### src/hw/rtl/gmdfs_pkg.sv
// Shared types, codes and defaults for the grid maze depth-first search block.
package gmdfs_pkg;

   localparam int GRID_ROWS_DEFAULT = 6;
   localparam int GRID_COLS_DEFAULT = 6;

   localparam int COORD_W = 3;
   localparam int KIND_W  = 2;
   localparam int EV_W    = 2;
   localparam int DIR_W   = 2;

   // request kinds (req_tuser)
   localparam logic REQ_LOAD   = 1'b0;
   localparam logic REQ_SEARCH = 1'b1;

   // cell kinds
   localparam logic [KIND_W-1:0] KIND_OPEN  = 2'd0;
   localparam logic [KIND_W-1:0] KIND_WALL  = 2'd1;
   localparam logic [KIND_W-1:0] KIND_GOAL  = 2'd2;
   localparam logic [KIND_W-1:0] KIND_START = 2'd3;

   // result event kinds (rsp_tuser)
   localparam logic [EV_W-1:0] EV_ENTER   = 2'd0;
   localparam logic [EV_W-1:0] EV_GOAL    = 2'd1;
   localparam logic [EV_W-1:0] EV_EXHAUST = 2'd2;

   // neighbor order: right, down, left, up
   localparam logic [DIR_W-1:0] DIR_RIGHT = 2'd0;
   localparam logic [DIR_W-1:0] DIR_DOWN  = 2'd1;
   localparam logic [DIR_W-1:0] DIR_LEFT  = 2'd2;
   localparam logic [DIR_W-1:0] DIR_UP    = 2'd3;

   typedef struct packed {
      logic [DIR_W-1:0]   dir;
      logic [COORD_W-1:0] y;
      logic [COORD_W-1:0] x;
   } stk_entry_type;

   typedef struct packed {
      logic            load_wr;    // write loaded cell, clear its visited mark
      logic            start;      // take start coordinate, clear stack, read its kind
      logic            kind_rd;    // take neighbor as candidate, read its kind
      logic            stack_rd;   // read stack top
      logic            stack_step; // advance top direction or pop it
      logic            push;       // mark candidate visited and push it
      logic            emit;       // load result register
      logic [EV_W-1:0] emit_kind;
      logic            goal_done;  // clear stack after goal
   } cmd_type;

   typedef struct packed {
      logic req_in_bounds;
      logic depth_zero;
      logic cand_goal;
      logic cand_enterable;
      logic nbr_in_bounds;
      logic rsp_free;
   } status_type;

endpackage

### src/hw/rtl/grid_maze_depth_first_search_top.sv
// Grid maze depth-first search: top level with sequencer and datapath.
//
// Input channel (req_*): req_tuser 0 loads one cell (kind in req_tdata), 1
// starts a search at the given coordinate. A load gives no result; loads
// can stream one per cycle while no search runs. A load outside the grid
// is dropped. Loading a cell clears its visited mark.
// Result channel (rsp_*): one item per entered open cell, then a final item
// with rsp_tlast set: goal reached, or exhausted with zero position.
// Flow: a search holds req_tready low until its final item is in the
// result register. Each neighbor try reads the stack top, then updates it
// while reading the neighbor's kind, then evaluates the neighbor; a try
// off the grid skips the evaluation. Each cell on the stack gets 4 tries
// before it is popped. For a start inside the grid, its kind is read on
// acceptance and evaluated before the first result is loaded.
// Stalls: one result register; the walk waits to emit while it holds an
// untaken item. Reset clears the visited marks, the stack depth and the
// handshake state; cell kinds are undefined until loaded.
module grid_maze_depth_first_search_top #(
   parameter int GRID_ROWS = gmdfs_pkg::GRID_ROWS_DEFAULT,
   parameter int GRID_COLS = gmdfs_pkg::GRID_COLS_DEFAULT
) (
   input  logic       clock,
   input  logic       reset,
   input  logic       req_tvalid,
   output logic       req_tready,
   input  logic [7:0] req_tdata,  // cell_x[2:0], cell_y[5:3], cell_code[7:6]
   input  logic       req_tuser,  // req_type
   output logic       rsp_tvalid,
   input  logic       rsp_tready,
   output logic [7:0] rsp_tdata,  // pos_x[2:0], pos_y[5:3], zero[7:6]
   output logic [1:0] rsp_tuser,  // event_kind
   output logic       rsp_tlast   // last
);

   gmdfs_pkg::cmd_type    cmd;
   gmdfs_pkg::status_type sts;
   logic [gmdfs_pkg::COORD_W-1:0] rsp_x, rsp_y;

   gmdfs_ctrl u_ctrl (
      .clock      (clock),
      .reset      (reset),
      .req_tvalid (req_tvalid),
      .req_tready (req_tready),
      .req_kind   (req_tuser),
      .sts        (sts),
      .cmd        (cmd)
   );

   gmdfs_dp #(
      .GRID_ROWS (GRID_ROWS),
      .GRID_COLS (GRID_COLS)
   ) u_dp (
      .clock     (clock),
      .reset     (reset),
      .req_x     (req_tdata[2:0]),
      .req_y     (req_tdata[5:3]),
      .req_code  (req_tdata[7:6]),
      .cmd       (cmd),
      .sts       (sts),
      .rsp_ready (rsp_tready),
      .rsp_valid (rsp_tvalid),
      .rsp_kind  (rsp_tuser),
      .rsp_x     (rsp_x),
      .rsp_y     (rsp_y),
      .rsp_last  (rsp_tlast)
   );

   assign rsp_tdata = {2'b00, rsp_y, rsp_x};

   // final items are exactly the goal and exhausted ones
   a_last_kind: assert property (@(posedge clock) disable iff (reset)
      rsp_tvalid |-> (rsp_tlast == (rsp_tuser != gmdfs_pkg::EV_ENTER)))
      else $error("tlast does not match event kind");

   a_exh_zero: assert property (@(posedge clock) disable iff (reset)
      (rsp_tvalid && (rsp_tuser == gmdfs_pkg::EV_EXHAUST)) |-> (rsp_tdata == 8'd0))
      else $error("exhausted item carries a position");

   // a search blocks the input channel at least for the next cycle
   a_search_busy: assert property (@(posedge clock) disable iff (reset)
      (req_tvalid && req_tready && (req_tuser == gmdfs_pkg::REQ_SEARCH)) |=> !req_tready)
      else $error("item accepted while a search runs");

endmodule

### src/hw/rtl/gmdfs_ctrl.sv
// Search sequencer: steps the walk and issues datapath commands.
module gmdfs_ctrl (
   input  logic                 clock,
   input  logic                 reset,
   input  logic                 req_tvalid,
   output logic                 req_tready,
   input  logic                 req_kind,
   input  gmdfs_pkg::status_type sts,
   output gmdfs_pkg::cmd_type    cmd
);

   localparam logic [2:0] S_IDLE  = 3'd0;
   localparam logic [2:0] S_VEVAL = 3'd1;
   localparam logic [2:0] S_POP   = 3'd2;
   localparam logic [2:0] S_STEP  = 3'd3;
   localparam logic [2:0] S_EXH   = 3'd4;

   logic [2:0] state_ff, state_in;
   logic       accept;

   assign req_tready = (state_ff == S_IDLE);
   assign accept     = req_tvalid && req_tready;

   always_comb begin
      state_in      = state_ff;
      cmd           = '0;
      cmd.emit_kind = gmdfs_pkg::EV_ENTER;
      unique case (state_ff)
         S_IDLE: begin
            if (accept) begin
               if (req_kind == gmdfs_pkg::REQ_LOAD) begin
                  cmd.load_wr = 1'b1;
               end else begin
                  cmd.start = 1'b1;
                  state_in  = sts.req_in_bounds ? S_VEVAL : S_POP;
               end
            end
         end
         S_VEVAL: begin
            if (sts.cand_goal) begin
               if (sts.rsp_free) begin
                  cmd.emit      = 1'b1;
                  cmd.emit_kind = gmdfs_pkg::EV_GOAL;
                  cmd.goal_done = 1'b1;
                  state_in      = S_IDLE;
               end
            end else if (sts.cand_enterable) begin
               if (sts.rsp_free) begin
                  cmd.emit      = 1'b1;
                  cmd.emit_kind = gmdfs_pkg::EV_ENTER;
                  cmd.push      = 1'b1;
                  state_in      = S_POP;
               end
            end else begin
               state_in = S_POP;
            end
         end
         S_POP: begin
            if (sts.depth_zero) begin
               state_in = S_EXH;
            end else begin
               cmd.stack_rd = 1'b1;
               state_in     = S_STEP;
            end
         end
         S_STEP: begin
            cmd.stack_step = 1'b1;
            cmd.kind_rd    = 1'b1;
            state_in       = sts.nbr_in_bounds ? S_VEVAL : S_POP;
         end
         S_EXH: begin
            if (sts.rsp_free) begin
               cmd.emit      = 1'b1;
               cmd.emit_kind = gmdfs_pkg::EV_EXHAUST;
               state_in      = S_IDLE;
            end
         end
         default: begin
            state_in = S_IDLE;
         end
      endcase
   end

   always_ff @(posedge clock) begin
      if (reset) begin
         state_ff <= S_IDLE;
      end else begin
         state_ff <= state_in;
      end
   end

endmodule

### src/hw/rtl/gmdfs_dp.sv
// Datapath: cell kind memory, visited marks, walk stack and result register.
module gmdfs_dp #(
   parameter int GRID_ROWS = gmdfs_pkg::GRID_ROWS_DEFAULT,
   parameter int GRID_COLS = gmdfs_pkg::GRID_COLS_DEFAULT
) (
   input  logic                                 clock,
   input  logic                                 reset,
   input  logic [gmdfs_pkg::COORD_W-1:0]        req_x,
   input  logic [gmdfs_pkg::COORD_W-1:0]        req_y,
   input  logic [gmdfs_pkg::KIND_W-1:0]         req_code,
   input  gmdfs_pkg::cmd_type                   cmd,
   output gmdfs_pkg::status_type                sts,
   input  logic                                 rsp_ready,
   output logic                                 rsp_valid,
   output logic [gmdfs_pkg::EV_W-1:0]           rsp_kind,
   output logic [gmdfs_pkg::COORD_W-1:0]        rsp_x,
   output logic [gmdfs_pkg::COORD_W-1:0]        rsp_y,
   output logic                                 rsp_last
);

   localparam int CELL_COUNT = GRID_ROWS * GRID_COLS;
   localparam int IDX_W      = $clog2(CELL_COUNT);
   localparam int DEPTH_W    = $clog2(CELL_COUNT + 1);
   localparam int CW         = gmdfs_pkg::COORD_W;

   function automatic logic [IDX_W-1:0] cell_idx(input logic [CW-1:0] x,
                                                 input logic [CW-1:0] y);
      return IDX_W'(int'(y) * GRID_COLS + int'(x));
   endfunction

   logic [gmdfs_pkg::KIND_W-1:0] kind_mem [CELL_COUNT];
   gmdfs_pkg::stk_entry_type     stack_mem [CELL_COUNT];

   logic [gmdfs_pkg::KIND_W-1:0] kind_rd_ff;
   gmdfs_pkg::stk_entry_type     stk_rd_ff;
   logic [CELL_COUNT-1:0]        visited_ff;
   logic [DEPTH_W-1:0]           depth_ff;
   logic [CW-1:0]                cand_x_ff, cand_y_ff;
   logic [IDX_W-1:0]             cand_idx_ff;

   logic                         rsp_valid_ff;
   logic [gmdfs_pkg::EV_W-1:0]   rsp_kind_ff;
   logic [CW-1:0]                rsp_x_ff, rsp_y_ff;
   logic                         rsp_last_ff;

   logic [IDX_W-1:0]             req_idx, nbr_idx, kind_rd_idx;
   logic [DEPTH_W-1:0]           depth_m1;
   logic [CW:0]                  nx_w, ny_w;
   logic [CW-1:0]                nbr_x, nbr_y;
   logic                         nbr_ok, stk_last_dir;
   gmdfs_pkg::stk_entry_type     stk_next, push_entry;

   assign req_idx  = cell_idx(req_x, req_y);
   assign depth_m1 = depth_ff - DEPTH_W'(1);

   // neighbor of the stack top in its current direction, with bounds check
   always_comb begin
      nx_w   = {1'b0, stk_rd_ff.x};
      ny_w   = {1'b0, stk_rd_ff.y};
      nbr_ok = 1'b0;
      case (stk_rd_ff.dir)
         gmdfs_pkg::DIR_RIGHT: begin
            nx_w   = {1'b0, stk_rd_ff.x} + (CW+1)'(1);
            nbr_ok = nx_w < (CW+1)'(GRID_COLS);
         end
         gmdfs_pkg::DIR_DOWN: begin
            ny_w   = {1'b0, stk_rd_ff.y} + (CW+1)'(1);
            nbr_ok = ny_w < (CW+1)'(GRID_ROWS);
         end
         gmdfs_pkg::DIR_LEFT: begin
            nx_w   = {1'b0, stk_rd_ff.x} - (CW+1)'(1);
            nbr_ok = stk_rd_ff.x != '0;
         end
         default: begin
            ny_w   = {1'b0, stk_rd_ff.y} - (CW+1)'(1);
            nbr_ok = stk_rd_ff.y != '0;
         end
      endcase
   end

   assign nbr_x        = nx_w[CW-1:0];
   assign nbr_y        = ny_w[CW-1:0];
   assign nbr_idx      = cell_idx(nbr_x, nbr_y);
   assign kind_rd_idx  = cmd.start ? req_idx : nbr_idx;
   assign stk_last_dir = (stk_rd_ff.dir == gmdfs_pkg::DIR_UP);

   always_comb begin
      stk_next     = stk_rd_ff;
      stk_next.dir = stk_rd_ff.dir + gmdfs_pkg::DIR_W'(1);
      push_entry.x   = cand_x_ff;
      push_entry.y   = cand_y_ff;
      push_entry.dir = gmdfs_pkg::DIR_RIGHT;
   end

   assign sts.req_in_bounds  = ({1'b0, req_x} < (CW+1)'(GRID_COLS))
                            && ({1'b0, req_y} < (CW+1)'(GRID_ROWS));
   assign sts.depth_zero     = (depth_ff == '0);
   assign sts.cand_goal      = (kind_rd_ff == gmdfs_pkg::KIND_GOAL);
   assign sts.cand_enterable = (kind_rd_ff == gmdfs_pkg::KIND_OPEN)
                            && !visited_ff[cand_idx_ff];
   assign sts.nbr_in_bounds  = nbr_ok;
   assign sts.rsp_free       = !rsp_valid_ff || rsp_ready;

   // cell kind memory
   always_ff @(posedge clock) begin
      if (cmd.load_wr && sts.req_in_bounds) begin
         kind_mem[req_idx] <= req_code;
      end
      if (cmd.start || cmd.kind_rd) begin
         kind_rd_ff <= kind_mem[kind_rd_idx];
      end
   end

   // walk stack memory; push and top update never share a cycle
   always_ff @(posedge clock) begin
      if (cmd.push && (depth_ff < DEPTH_W'(CELL_COUNT))) begin
         stack_mem[depth_ff[IDX_W-1:0]] <= push_entry;
      end else if (cmd.stack_step && !stk_last_dir) begin
         stack_mem[depth_m1[IDX_W-1:0]] <= stk_next;
      end
      if (cmd.stack_rd) begin
         stk_rd_ff <= stack_mem[depth_m1[IDX_W-1:0]];
      end
   end

   always_ff @(posedge clock) begin
      if (cmd.start) begin
         cand_x_ff   <= req_x;
         cand_y_ff   <= req_y;
         cand_idx_ff <= req_idx;
      end else if (cmd.kind_rd) begin
         cand_x_ff   <= nbr_x;
         cand_y_ff   <= nbr_y;
         cand_idx_ff <= nbr_idx;
      end
   end

   always_ff @(posedge clock) begin
      if (reset) begin
         visited_ff <= '0;
         depth_ff   <= '0;
      end else begin
         if (cmd.load_wr && sts.req_in_bounds) begin
            visited_ff[req_idx] <= 1'b0;
         end else if (cmd.push) begin
            visited_ff[cand_idx_ff] <= 1'b1;
         end
         if (cmd.start || cmd.goal_done) begin
            depth_ff <= '0;
         end else if (cmd.push) begin
            if (depth_ff < DEPTH_W'(CELL_COUNT)) begin
               depth_ff <= depth_ff + DEPTH_W'(1);
            end
         end else if (cmd.stack_step && stk_last_dir) begin
            depth_ff <= depth_m1;
         end
      end
   end

   // result register
   always_ff @(posedge clock) begin
      if (reset) begin
         rsp_valid_ff <= 1'b0;
      end else if (cmd.emit) begin
         rsp_valid_ff <= 1'b1;
      end else if (rsp_ready) begin
         rsp_valid_ff <= 1'b0;
      end
   end

   always_ff @(posedge clock) begin
      if (cmd.emit) begin
         rsp_kind_ff <= cmd.emit_kind;
         rsp_last_ff <= (cmd.emit_kind != gmdfs_pkg::EV_ENTER);
         if (cmd.emit_kind == gmdfs_pkg::EV_EXHAUST) begin
            rsp_x_ff <= '0;
            rsp_y_ff <= '0;
         end else begin
            rsp_x_ff <= cand_x_ff;
            rsp_y_ff <= cand_y_ff;
         end
      end
   end

   assign rsp_valid = rsp_valid_ff;
   assign rsp_kind  = rsp_kind_ff;
   assign rsp_x     = rsp_x_ff;
   assign rsp_y     = rsp_y_ff;
   assign rsp_last  = rsp_last_ff;

endmodule

### config.mk
export PLATFORM = sky130hd
export DESIGN_NAME = grid_maze_depth_first_search_top
export DESIGN_NICKNAME = d
export VERILOG_FILES = /design/src/hw/rtl/gmdfs_pkg.sv /design/src/hw/rtl/grid_maze_depth_first_search_top.sv /design/src/hw/rtl/gmdfs_ctrl.sv /design/src/hw/rtl/gmdfs_dp.sv
export SDC_FILE = /design/constraint.sdc
export NUM_CORES = 1
export LEC_CHECK = 0
export BUFFER_PORTS_ARGS = -buffer_cell sky130_fd_sc_hd__buf_2
export CORE_AREA = 10 10 216 218
export CTS_CLUSTER_SIZE = 8
export DETAILED_ROUTE_END_ITERATION = 8
export DIE_AREA = 0 0 226 228
export GPL_TIMING_DRIVEN = 0
export HOLD_SLACK_MARGIN = 0.08
export PLACE_DENSITY_LB_ADDON = 0.3
export SLEW_MARGIN = 5
export SYNTH_ARGS = -nofsm -noshare
export SYNTH_HDL_FRONTEND = slang
export SYNTH_SLANG_ARGS = --single-unit
### constraint.sdc
create_clock -name clock -period 9.6 [get_ports clock]
set_input_delay 1.92 -clock clock [delete_from_list [all_inputs] [get_ports clock]]
set_output_delay 1.92 -clock clock [all_outputs]
set_load 0.01 [all_outputs]
---- Word-level counts from Yosys, hierarchy flattened ----
Memories as Yosys holds them, arrays and structs flattened. A register that Yosys moved wholly into a read port is not among the register bits.
Index checks and enable logic that the tools add are counted.
word-level totals
  flip-flop bits (word level) ............. 67
  RAM bits ................................ 360
  input port bits ......................... 13
  memories ................................ 2
memory list
  name            words  width  read ports  clocked after memory_dff  write ports  line            text
  u_dp.stack_mem  36     8      1           1                         1            gmdfs_dp.sv:32  gmdfs_pkg::stk_entry_type stack_mem [CELL_COUNT];
  u_dp.kind_mem   36     2      1           1                         1            gmdfs_dp.sv:31  logic [gmdfs_pkg::KIND_W-1:0] kind_mem [CELL_COUNT];
cells by class
  add/sub/neg operators ................... 9
  $mul .................................... 2
  order comparisons ....................... 9
  equal/unequal tests ..................... 13
  muxes and demuxes ....................... 60
  bitwise gates (word level) .............. 3
  reductions and logical operators ........ 31
operators by type and width
  operator               count
  $mux W36               2
  $mux W6                7
  $mux W3                13
  $and A36 B36 Y36       1
  $not A36 Y36           1
  $or A36 B36 Y36        1
  $mux W1                22
  $pmux W3 S2            3
  $pmux W3 S5            1
  $lt A6 B7 Y1 const B   2
  $add A6 B4 Y6          2
  $demux W1 S6           2
  $ge A6 B1 Y1 const B   2
  $mux W4                3
  $mul A3 B2 Y5 const B  2
  $reduce_bool A2 Y1     5
  $logic_and A1 B1 Y1    9
  $add A3 B1 Y4 const B  2
  $eq A2 B2 Y1 const B   4
  $lt A4 B3 Y1 const B   2
  $mux W2                4
  $mux W8                1
  $reduce_or A8 Y1       1
  $add A6 B1 Y6 const B  1
  other kinds (22)       34

---- Logic depth before layout (Yosys ltp) ----
  depth in word-level cells ............... 12
  depth in mapped cells ................... 17
  mapped depth without buffers ............ 17

---- Modules after synthesis ----
Synthesis repeated with hierarchy kept, for this count alone.
second synthesis, totals
  cell total of the unflattened synthesis .. 1182
  area, all modules ....................... 18871.8 sq um
by module, submodules not included
  module                            times used  cells each  area an instance (sq um)
  gmdfs_dp                          1           1143        18546.5
  gmdfs_ctrl                        1           36          306.5
  grid_maze_depth_first_search_top  1           3           18.8

---- Worst setup path after synthesis ----
OpenSTA, ideal clock, no wires.
  kind .................................... in2reg
  start point ............................. input req_tdata[3]
  end point ............................... register u_dp.kind_rd_ff[0] (netlist bit), read port of u_dp.kind_mem (data pin)
  setup time .............................. 0.271 ns
  data arrival time ....................... 4.143 ns
  required time ........................... 9.329 ns
  setup slack ............................. 5.185 ns
  stages on the path ...................... 10
  buffers on the path ..................... 2
  path through ............................ ha_1 -> inv_1 -> fa_1 -> clkbuf_1 -> mux2i_1 -> buf_4 -> mux2i_1 -> mux2i_1 -> o211ai_1 -> a311oi_2
on the way
  word-level cells in the longest chain between the ends .. 3
RTL lines
  what                     line                                    text
  start: declaration       grid_maze_depth_first_search_top.sv:26  input logic [7:0] req_tdata,
  $mul A3 B2 Y5            gmdfs_dp.sv:28                          return IDX_W'(int'(y) * GRID_COLS + int'(x));
  $add A6 B4 Y6            gmdfs_dp.sv:28
  $mux W6                  gmdfs_dp.sv:84                          assign kind_rd_idx = cmd.start ? req_idx : nbr_idx;
  via u_dp.kind_rd_idx[2]  gmdfs_dp.sv:46                          logic [IDX_W-1:0] req_idx, nbr_idx, kind_rd_idx;
  end: declaration         gmdfs_dp.sv:34                          logic [gmdfs_pkg::KIND_W-1:0] kind_rd_ff;
The timed path passes the listed nets, and every way through them passes these cells.
A chain may end at the register's enable or synchronous reset.

---- Worst setup path in the final report ----
  start point ............................. register u_dp.depth_ff[0]
  end point ............................... memory u_dp.stack_mem[28][3] (netlist bit) (enable)
on the way
  word-level cells in the longest chain between the ends .. 6
  elaborated cells between the ends (all ways) .. 10
  classes of those cells .................. 1 x add/sub; 1 x order compare; 6 x mux; 2 x reduce/logical
RTL lines
  what                                          line             text
  start: declaration                            gmdfs_dp.sv:37   logic [DEPTH_W-1:0] depth_ff;
  start signal: assignment                      gmdfs_dp.sv:152  depth_ff <= depth_ff + DEPTH_W'(1);
  start signal: assignment                      gmdfs_dp.sv:155  depth_ff <= depth_m1;
  $lt A6 B6 Y1                                  gmdfs_dp.sv:116  if (cmd.push && (depth_ff < DEPTH_W'(CELL_COUNT))) begin
  $logic_and A1 B1 Y1                           gmdfs_dp.sv:116
  $mux W1                                       gmdfs_dp.sv:116
  $mux W1 (not written as such)                 gmdfs_dp.sv:119  stack_mem[depth_m1[IDX_W-1:0]] <= stk_next;
  $reduce_or A8 Y1 (no line)                    -
  $mux W6 (no line) or $mux W1 (tied branches)  -
  end: declaration                              gmdfs_dp.sv:32
Several ways; a longest one is shown, not always the timed one.

==> summary.txt <==
CTS
  – Post-CTS Hold Fix Bufs: 0
  – H-tree Lvls: 2
  – Worst-path clk slew: about 50 ps
  – Number of clock sinks: 436
  – Worst skew pair latency: around 630 ps
  – Post-CTS setup buffers: 0
  – CTS tree: yes
  – Clock buffer depth: 3
  – Post-CTS Resized: 0
  – Root Driver: clkbuf_16
  – CTS buffer count: 60

Detailed routing
  – Pre-antenna DRT Iters: 5
  – Via Count: roughly 11000
  – Residual DRC count: 0
  – WL final: roughly 45000 µm
  – Iteration-0 DRC Markers: ~1200
  – Via-to-Cell Ratio: between 5 and 6
  – Drt wl/cell: 24.2 µm
  – Final ANT Viol Nets: 0

Global routing
  – Layer with the highest usage: met2
  – First-pass GRT wire length: just under 70000 µm
  – Vias in the first global route: 11000
  – Remaining global-route overflow: 0
  – GRT met2 Usage: 0.266
  – Met3 Track Usage GR: 0.0313
  – GRT Total Usage: 0.175
  – Pin count of the biggest net entering global routing: 37
  – M1 GR Usage: 0.251
  – Initial antenna violation count: 0

Timing
  – Final Skew: around 80 ps
  – Final hold violation count: 0
  – Unrepaired setup endpoints after global routing: false
  – Setup violators final: 0
  – Post-layout minimum cycle time: 5330 ps
  – Achievable frequency: around 190 MHz
  – Slew Limit Fails: 0
  – Post-route setup TNS: 0 ps
  – Final setup margin: around 4300 ps
  – Slew HR: 0.129
  – Period utilization: 0.555
  – Slew @ Worst Pin: 1270 ps

Critical path
  – Worst R2R Path Depth: 10
  – Worst r2r src: u_dp.depth_ff[0]
  – Crit Path Class: register to register
  – Critical path destination: u_dp.stack_mem[28][3]
  – Crit. End Element: register
  – Worst Path Required: 9780 ps
  – CP arrival: 5510 ps
  – R2R Setup Slk: around 4300 ps
  – Launch point of the worst path: u_dp.depth_ff[0]
  – Cell Chain, Critical Path: buf_2 > buf_2 > buf_2 > clkinv_1 > ha_1 > clkbuf_1 > clkbuf_1 > clkbuf_1 > a32oi_1 > nor2_1
  – Crit-path max FO: 10
  – Slowest cell on the critical path: nor2_1
  – Slowest stage delay, CP: roughly 750 ps
  – CP startpoint kind: register
  – Reg2reg end: u_dp.stack_mem[28][3]

Power
  – VDD IR-drop max: between 0.15 and 0.2 mV
  – Pint: between 3 and 4 mW
  – Switch Pwr: approximately 1.0 mW
  – Overall Power: between 4 and 5 mW
  – Sw frac: 0.235
  – Power per Cell Area: ~200 nW/µm²
  – Comb pwr share: 0.091
  – Leak: between 7 and 8 nW
  – Clock share of power: 0.433
  – Seq pwr share: 0.476

Yosys
  – Post-synth top cells: edfxtp_1, nor2_1, mux4_2
  – Count leader, synth: edfxtp_1
  – Mapped Area: around 19000 µm²
  – Synth unique cells: 86
  – Share of the synthesized area in the top cell type: 0.620
  – Post-synth EDFFs: 390
  – Async S/R FF share, synth: 0
  – Synth area leaders: edfxtp_1, mux4_2, dfxtp_1
  – Syn_area_per_cell: 15.8 µm²
  – Yosys warns: 0
  – Post-Syn Instances: about 1200
  – Synth Flop Type: edfxtp_1
  – Area leader, netlist: edfxtp_1
  – FF+latch count, synth: roughly 440
  – Sequential share of the synthesized area: 0.668

Worst hold path
  – Class of the worst hold path: register to register

Floorplan
  – Core footprint: 42500 µm²
  – Die width: 226 µm
  – Initial core utilization: 0.445
  – Die H: ~230 µm
  – # IOs: 26
  – Num rows: between 70 and 80
  – Die ar.: 51500 µm²

Placed design
  – Port bufs: 22
  – Routability congestion estimate: between 0.9 and 1
  – Setup WS pre-CTS: 4020 ps
  – Post-DP HPWL: ~31000 µm
  – Placed cell area: 19900 µm²

Final layout
  – Ant diodes: 0
  – Filler Cells Inserted: around 3400
  – Nets: 1324
  – Layout cells sized above 1: 0.197
  – Post-route cell area: ~22000 µm²
  – Syn-to-layout area delta: 14.3%

Job
  – Max cap viols: 0

Run status
  – Run status: finished, final reports clean
## kinds of logic (layout without fill, tap and decap cells)
logic type,Yosys count,in the layout,synth area share
flip-flops,436,436,0.668
AND/OR/NAND/NOR,319,319,0.0819
AO/OA/AOI/OAI,163,163,0.0608
multiplexers,136,136,0.136
buffers and inverters,96,219,0.0256
adder cells (fa/ha/maj),26,26,0.0188
XOR/XNOR,17,17,0.00788
other,1,2,0.000198
## power by group through the flow
stage	registers [mW]	logic [mW]	clock network, mW
floorplan	2.14	0.256	0
global placement	2.14	0.381	0
detailed placement	2.14	0.398	0
CTS	2.10	0.400	1.95
global route	2.10	0.433	2.03
finish	2.10	0.403	1.92
## how the worst min path moves through the flow
stage	end	slack (ps)	depth (start not counted)	startpoint
floorplan	u_dp.visited_ff[16]	480	2	u_dp.visited_ff[16]
global placement	u_dp.visited_ff[7]	490	2	u_dp.visited_ff[7]
detailed placement	u_dp.visited_ff[16]	510	2	u_dp.visited_ff[16]
CTS	u_dp.visited_ff[7]	530	2	u_dp.visited_ff[7]
global route	u_dp.visited_ff[20]	550	2	u_dp.visited_ff[20]
finish	u_dp.visited_ff[7]	520	2	u_dp.visited_ff[7]
## placed cells by master, fill, tap and decap left out, drive strengths merged, types with 5 or more instances in the layout
cell type	Yosys	final
edfxtp	390	390
clkbuf	35	126
nor2	117	117
mux4	94	94
nand2	60	60
buf	32	60
dfxtp	46	46
nor3	45	45
mux2i	32	32
a31oi	31	31
inv	28	28
o21ai	28	28
a21oi	27	27
ha	22	22
nand3	19	19
a41oi	16	16
nor2b	14	14
xnor2	13	13
mux2	10	10
and2	9	9
nor4	7	7
or3	7	7
a211oi	7	7
nand2b	6	6
o211ai	5	5
or2	5	5
clkinv	1	5
## metrics by stage
step,hold WS (ps),cells,utilization
3_5_place_dp,512,1769,0.468
3_3_place_gp,492,1763,0.463
5_1_grt,554,1864,0.508
4_1_cts,525,1864,0.508
2_1_floorplan,478,1195,-
6_report,524,1864,0.508
## flip-flops by register name (all words and copies together), names as in the netlist, 2 cells and up
register / cells
u_dp.cand_y_ff: 3
u_dp.stk_rd_ff: 2
u_dp.rsp_x: 3
u_ctrl.state_ff: 3
u_dp.cand_x_ff: 2
u_dp.rsp_y: 3
u_dp.stack_mem: 288
u_dp.rsp_kind: 2
u_dp.kind_rd_ff: 2
u_dp.kind_mem: 72
u_dp.cand_idx_ff: 6
u_dp.visited_ff: 36
u_dp.depth_ff: 6
u_dp.stk_next: 6
## cell type report
class	count	area (µm²)	share of cell area
flip-flops and latches	436	12600	0.585
multi-input cells	663	5850	0.271
clock buffers	91	1620	0.0749
well taps	546	683	0.0316
plain buffers	67	357	0.0165
repair buffers	28	235	0.0109
inverters	29	126	0.00585
clock inverters	4	95.1	0.00440
## worst max-delay path, delay by kind of cell, from the launching register on
| family | cells | cell delay, ps |
|---|---|---|
| adder cells (fa/ha/maj) | 1 | 370 |
| AO/OA/AOI/OAI | 1 | 430 |
| buffers and inverters | 7 | 3010 |
| AND/OR/NAND/NOR | 1 | 750 |
| flip-flops | 1 | 360 |
## routing by layer
metal | vias up | share of wire
met5 | - | 0
met4 | 0 | 0.023
met3 | 67 | 0.079
met2 | 496 | 0.47
met1 | 5710 | 0.43
li1 | 4909 | -
No activity file was read; power rests on OpenSTA's default activity.
